<file path="config.mk">
export PLATFORM = sky130hd
export DESIGN_NAME = dpi_sqrt
export DESIGN_NICKNAME = d
export VERILOG_FILES = /design/src/sv/dpi_pkg.sv /design/src/sv/dpi_sqrt.sv
export SDC_FILE = /design/constraint.sdc
export NUM_CORES = 1
export LEC_CHECK = 0
export ABC_AREA = 1
export BUFFER_PORTS_ARGS = -buffer_cell sky130_fd_sc_hd__buf_2
export CAP_MARGIN = 20
export CORE_MARGIN = 4
export CORE_UTILIZATION = 55
export CTS_CLUSTER_SIZE = 25
export DETAILED_ROUTE_END_ITERATION = 8
export HOLD_SLACK_MARGIN = 0.03
export PLACE_DENSITY = 0.76
export SETUP_SLACK_MARGIN = 0.5
export SLEW_MARGIN = 20
export SYNTH_ARGS = -nofsm -noshare
export SYNTH_HDL_FRONTEND = slang
export SYNTH_SLANG_ARGS = --single-unit
</file>
<file path="constraint.sdc">
create_clock -name aclk -period 8.3 [get_ports aclk]
set_input_delay 0.415 -clock aclk [delete_from_list [all_inputs] [get_ports aclk]]
set_output_delay 0.415 -clock aclk [all_outputs]
set_load 0.01 [all_outputs]
</file>
<file path="src/sv/dpi_pkg.sv">
// shared types, codes and an arithmetic helper of the damped particle integrator
package dpi_pkg;

    localparam int CompW = 32;
    localparam int DampW = 17;
    localparam int StepW = 16;
    localparam int Lanes = 3;
    localparam int RootN = 16;

    typedef enum logic [2:0] {
        REQ_TICK  = 3'd0,
        REQ_FORCE = 3'd1,
        REQ_CLEAR = 3'd2,
        REQ_LVEL  = 3'd3,
        REQ_LPOS  = 3'd4
    } req_t;

    typedef enum logic [2:0] {
        CFG_IMASS = 3'd0,
        CFG_DAMP  = 3'd1,
        CFG_BAX   = 3'd2,
        CFG_BAY   = 3'd3,
        CFG_BAZ   = 3'd4
    } cfg_idx_t;

    typedef enum logic [2:0] {
        ST_IDLE,
        ST_ROOT,
        ST_POW,
        ST_LANE,
        ST_OUT
    } state_t;

    // lane control from the sequencer
    typedef struct packed {
        logic       start;
        logic [2:0] phase;
    } lane_ctl_t;

    // saturate a 66-bit signed value to 32 bits
    function automatic logic signed [31:0] sat32(input logic signed [65:0] x);
        if (x > 66'sd2147483647) return 32'sh7fffffff;
        if (x < -66'sd2147483648) return 32'sh80000000;
        return x[31:0];
    endfunction

endpackage

</file>
<file path="src/sv/dpi_sqrt.sv">
// iterative integer square root, one result bit per cycle
module dpi_sqrt (
    input  logic        aclk,
    input  logic        aresetn,
    input  logic        start,
    input  logic [63:0] radicand,
    output logic        done,
    output logic [31:0] root
);
    import dpi_pkg::*;

    logic [63:0] rad_reg, rad_next;
    logic [31:0] rem_reg, rem_next;
    logic [31:0] res_reg, res_next;
    logic [4:0]  cnt_reg, cnt_next;
    logic        busy_reg, busy_next;
    logic [33:0] part;
    logic [33:0] trial;
    logic [33:0] diff;

    // restoring form: bring down two radicand bits, try subtracting 4*res + 1
    always_comb begin
        rad_next  = rad_reg;
        rem_next  = rem_reg;
        res_next  = res_reg;
        cnt_next  = cnt_reg;
        busy_next = busy_reg;
        done      = 1'b0;
        part      = {rem_reg, rad_reg[63:62]};
        trial     = {res_reg, 2'b01};
        diff      = part - trial;
        if (start) begin
            rad_next  = radicand;
            rem_next  = 32'd0;
            res_next  = 32'd0;
            cnt_next  = 5'd0;
            busy_next = 1'b1;
        end else if (busy_reg) begin
            rad_next = {rad_reg[61:0], 2'b00};
            if (part >= trial) begin
                rem_next = diff[31:0];
                res_next = {res_reg[30:0], 1'b1};
            end else begin
                rem_next = part[31:0];
                res_next = {res_reg[30:0], 1'b0};
            end
            cnt_next = cnt_reg + 5'd1;
            if (cnt_reg == 5'd31) begin
                busy_next = 1'b0;
                done      = 1'b1;
            end
        end
    end

    always_ff @(posedge aclk) begin
        if (!aresetn) begin
            busy_reg <= 1'b0;
            cnt_reg  <= 5'd0;
        end else begin
            busy_reg <= busy_next;
            cnt_reg  <= cnt_next;
        end
        rad_reg <= rad_next;
        rem_reg <= rem_next;
        res_reg <= res_next;
    end

    assign root = res_next;
endmodule

</file>
==> results of run 1 <==
[worst paths after layout]
kind | from | end | slack, ps | depth (start not counted)
max reg2reg | res_reg[27] | rem_reg[20] | 5520 | 12
max | res_reg[27] | root[0] | 4680 | 11
min | radicand[1] | rad_reg[1] | 240 | 3
min reg2reg | cnt_reg[4] | cnt_reg[4] | 470 | 2
[critical path: stages, from the launching register on]
cell	delay (ps)
dfxtp_1	320
inv_1	70
ha_1	340
a21oi_1	220
nand2_1	70
a21oi_1	170
nand2_2	90
nor2_4	760
nand2_8	280
nand2_1	150
o21ai_0	110
buf_2	180
[Yosys cell counts]
cell | number | share of area [%]
nand2_1 | 512 | 24
inv_1 | 165 | 7.7
nand3_1 | 93 | 5.8
dfxtp_1 | 70 | 17
edfxtp_1 | 64 | 24
nor2_1 | 48 | 2.2
ha_1 | 36 | 5.6
o22ai_1 | 31 | 2.4
a21oi_1 | 24 | 1.5
clkbuf_1 | 21 | 0.98
nand3b_1 | 10 | 0.94
o21ai_1 | 9 | 0.56
xnor2_1 | 9 | 0.98
nand4_1 | 7 | 0.55
nor2_2 | 7 | 0.55
xor2_1 | 6 | 0.66
inv_2 | 5 | 0.23
nand2_2 | 5 | 0.39
and2_1 | 4 | 0.31
buf_2 | 4 | 0.25
buf_4 | 4 | 0.37
buf_6 | 4 | 0.56
o21bai_1 | 4 | 0.37
buf_1 | 3 | 0.14
nand3_2 | 3 | 0.37
nor3_1 | 3 | 0.19
o21ai_0 | 3 | 0.19
nand2_4 | 1 | 0.14
nand2_8 | 1 | 0.25
nor2_4 | 1 | 0.14
nor3b_1 | 1 | 0.094
[through the flow]
stage                     utilization, %  power (mW)
after floorplan                        -       2.391
after CTS                          65.14       3.559
after global routing               65.14       3.878
after global placement             60.95       2.762
after detailed placement           60.95       2.781
final                              65.14       3.564
[per-layer routing]
layer | global-route usage [%] | part of all wire [%] | up-vias
met2 | 42.01 | 47 | 219
met4 | 9.574 | 2.1 | 0
li1 | - | - | 3799
met5 | 0 | 0 | -
met3 | 4.774 | 5.9 | 31
met1 | 31.80 | 45 | 3282
[final cells by class]
type	instances	share of cell area (%)
Tap cell	180	2.453
Sequential cell	134	36.19
Clock buffer	17	4.633
Timing Repair Buffer	104	5.805
Multi-Input combinational cell	818	42.14
Inverter	170	6.976
Clock inverter	15	1.799
[power breakdown]
part / total, mW / switching (mW) / internal (mW)
Combinational: 1.99 / 1.34 / 0.648
Sequential: 0.818 / 0.0399 / 0.778
Clock: 0.761 / 0.312 / 0.449
[kinds of logic after synthesis]
kind of cell	after synthesis
AND/OR/NAND/NOR	696
buffers and inverters	206
AO/OA/AOI/OAI	71
flip-flops	134
adder cells (fa/ha/maj)	36
XOR/XNOR	15
==> results.toml, run 1 <==
[routing]
drc = 0
wire_per_inst_um = 13.91
ant_nets = 0
vias = 7331
first_pass_iters = 5
dr.first_iter.drc_count = 495
wirelength_um = 20000
viasPerCell = 5.098

[layout]
seqCellArea_sq_um = 3323
antenna_cells = 0
instances_no_fill = 1438
final_cell_mix = "nand2_1 (512), inv_1 (164), buf_2 (99)"
num-fill-cells = 1294
drive_above_1_share_pct = 12.72
fin_nets = 1348
fin_area_sq_um = 9183
largest_register_ffs = 64
layout.cells.most_common = "nand2_1"
area_delta_synth_final_pct = 14.58
multi_input_area_sq_um = 3870

[timing]
drv_slew = 0
holdWs_ps = 242.0
worst_slack_ps = 4681
min_period_over_period_pct = 43.61
layout_min_cycle_time_ps = 3619
setup_violations = 0
finalHoldViolCount = 0
rsz0062_at_grt = "false"
fmax_ghz = 0.2763
slew_headroom_pct = 34.23
fin_skew_ps = 11.58
tns_ps = 0
tightest_slew_ps = 984.2

[worst_setup_path]
cp-end-kind = "primary output"
worstPathArrival_ps = 3200
critPathMaxFanout = 33
critPathRequiredTime_ps = 7890
cp-start-kind = "register"
critPathKind = "register to primary output"

[logic_synthesis]
synth_seq_area_share_pct = 41.47
syn_area_sq_um = 8014
synth_top_family_by_area = "simple AND/OR/NAND/NOR gates"
synthCells = 1158
yosys.area_share.simple_pct = 35.96
yosys_warnings = 0
synth_compound_area_share_pct = 5.043
ys_seq_elements = 134
synth_cell_types = 31
synth-xor-area-share_pct = 1.639
synth_nets = 1261
synthAdderAreaFrac_pct = 5.621
avgSynthCellArea_sq_um = 6.920
synthMuxAreaShare_pct = 0

[global_routing]
grt_pass1_vias = 7105
antenna_found_initial = 0
gr-usage-all-layers_pct = 24.95
grt_start_max_net_pins = 69
grt_pass1_wl_um = 33330
overflow = 0

[placed_design]
hpwl_um = 14220
dp.cells = 1406
dpl_cell_area_sq_um = 8592
io_buffers = 99
pre_cts_slack_ps = 5091
gp_congestion = 1.028

[clock_network]
cts_max_level = 4
cts_setup_buffers = 0
cts.clk_slew.worst_paths_ps = 60
cts_tree = "built"
cts-resized-gates = 0
cts_buffers = 17
insertion_delay_ps = 430
holdBufCountCts = 0
clock_sinks = 134
clockBufferDepth = 2
cts-root-buf = "clkbuf_16"

[die]
start_util_pct = 56.85
core_sq_um = 14100
num_io_pins = 100
die_w_um = 128.7
die_h_um = 128.7
rows = 43
dieArea_sq_um = 16570

[job]
maxCapViolations = 0

[power_and_ir_drop]
power.density_nw_per_um2 = 388.2
p_leak_nw = 4.896
irDropWorstVdd_uv = 216.1

[run_status]
status = "complete, no violations"

[hold_path]
hold_path.class = "input port to register"
Power figures use the tool's default switching activity.
==> inputs of run 2 (changes only) <==
Clock period 8.3 ns to 3.34 ns, I/O delays scaled along.
==> results.toml, run 2 (synthesis results as in run 1) <==
[power_and_ir_drop]
totalPowerFinal_mw = 9.470
internal_power_mw = 5.007
p_clk_share_pct = 21.4
p_leak_nw = 5.188
swShare_pct = 47.13
irDropWorstVdd_uv = 595.1
p_sw_mw = 4.464
pwr-share-seq_pct = 21.6
pwr-share-comb_pct = 57.0
power.density_nw_per_um2 = 954.4

[worst_setup_path]
cp-end-kind = "primary output"
critPathRequiredTime_ps = 3170
worstPathArrival_ps = 2530
r2r-start = "res_reg[23]"
rr_worst_depth = 14
reg2reg_slack_ps = 870
timing.rr.end = "rem_reg[10]"
critPathKind = "register to primary output"
critPathMaxFanout = 17
cp-start-kind = "register"

[run_status]
status = "complete, no violations"

[timing]
rsz0062_at_grt = "false"
tns_ps = 0
fmax_ghz = 0.3708
min_period_over_period_pct = 80.75
setup_violations = 0
finalHoldViolCount = 0
fin_skew_ps = 10.75
drv_slew = 0
worst_slack_ps = 642.8
tightest_slew_ps = 968.5
layout_min_cycle_time_ps = 2697
slew_headroom_pct = 35.34

[clock_network]
clockBufferDepth = 2
cts_max_level = 4
cts-root-buf = "clkbuf_16"
clock_sinks = 134
cts.clk_slew.worst_paths_ps = 60
cts_buffers = 17
cts_tree = "built"
insertion_delay_ps = 420

[global_routing]
grt_pass1_vias = 7520
grt_start_max_net_pins = 64
grt_pass1_wl_um = 36430
overflow = 0
antenna_found_initial = 0
gr-usage-all-layers_pct = 27.72

[routing]
dr.first_iter.drc_count = 446
ant_nets = 0
wirelength_um = 22850
wire_per_inst_um = 15.23
viasPerCell = 5.177
first_pass_iters = 5
vias = 7765
drc = 0

[hold_path]
min_delay_path_depth = 3
hold_path.class = "input port to register"
hold_end = "rad_reg[41]"
hold_start = "radicand[41]"

[layout]
num-fill-cells = 1165
layout.cells.most_common = "nand2_1"
fin_nets = 1410
utilization_pct = 70.40
drive_above_1_share_pct = 13.86
area_delta_synth_final_pct = 23.83
antenna_cells = 0
final_cell_mix = "nand2_1 (507), inv_1 (164), buf_2 (99)"
fin_area_sq_um = 9923
largest_register_ffs = 64

[placed_design]
pre_cts_slack_ps = 744.9
gp_congestion = 0.9502
dpl_cell_area_sq_um = 8612
hpwl_um = 14520
io_buffers = 99

[die]
dieArea_sq_um = 16570
rows = 43
num_io_pins = 100
die_w_um = 128.7
start_util_pct = 56.85
die_h_um = 128.7
core_sq_um = 14100

[job]
maxCapViolations = 0
==> run 2: cell count changes in the layout (fill, tap and decap cells not counted), sizes merged, moves of 2 or more <==
cell         change
nand2            +2
buf              +7
bufinv           +2
dlygate4sd3     +53
inv              -3
==> run 2: worst max path at each step <==
stage	startpoint	endpoint	slack [ps]	cells past startpoint
floorplan	busy_reg	root[22]	950	5
global placement	res_reg[6]	root[0]	800	13
detailed placement	res_reg[6]	root[0]	740	13
CTS	res_reg[0]	root[0]	520	13
global route	res_reg[0]	root[0]	450	13
finish	res_reg[0]	root[0]	640	13
==> run 2: worst max-delay path, cell delays in order, from the launching register on <==
cell and delay (ps):
dfxtp_1 300, inv_1 80, ha_2 390, nand2_1 110, nor2_2 140, nand3_1 100, nand3_2 130, nand2_2 70
nand2_2 150, nand2_8 90, nand2_8 160, nand2_1 80, o21ai_0 110, buf_2 180
==> run 2: final cells by class <==
class,count,area [sq um],area share (%)
clock buffers,18,429.2,4.325
clock inverters,14,198.9,2.005
inverters,170,640.6,6.456
multi-input cells,820,3978,40.08
flip-flops and latches,134,3323,33.49
well taps,180,225.2,2.270
repair buffers,164,1129,11.37
==> run 2: layer usage <==
layer / GRT usage [%] / part of all wire [%] / up-vias
met4: 9.203 / 2.6 / 0
met3: 6.642 / 6.1 / 43
met1: 33.67 / 43 / 3537
met2: 48.32 / 49 / 252
li1: - / - / 3933
met5: 0 / 0 / -
==> run 2: through the flow <==
stage          instances  hold slack (ps)
3_3_place_gp        1407            423.6
5_1_grt             1500            33.85
6_report            1500            31.36
3_5_place_dp        1407            425.5
4_1_cts             1494            30.54
2_1_floorplan       1158            302.7
==> run 2: power by group through the flow <==
stage / Combinational (mW) / Sequential [mW] / Clock, mW
2_1_floorplan: 3.90 / 2.04 / 0
3_3_place_gp: 4.88 / 2.06 / 0
3_5_place_dp: 4.90 / 2.06 / 0
4_1_cts: 5.14 / 2.03 / 2.03
5_1_grt: 5.97 / 2.06 / 2.12
6_report: 5.40 / 2.05 / 2.03
==> run 2: timing repair <==
| action | 4_1_cts | 5_1_grt |
|---|---|---|
| gates resized for setup | 2 | 18 |
| gates cloned | 2 | 0 |
| hold buffers | 53 | 0 |
| pin swaps | 2 | 3 |
| setup endpoints to repair | 1 | 1 |
| setup buffers | 0 | 6 |
| endpoints found under the hold margin | 53 | 0 |
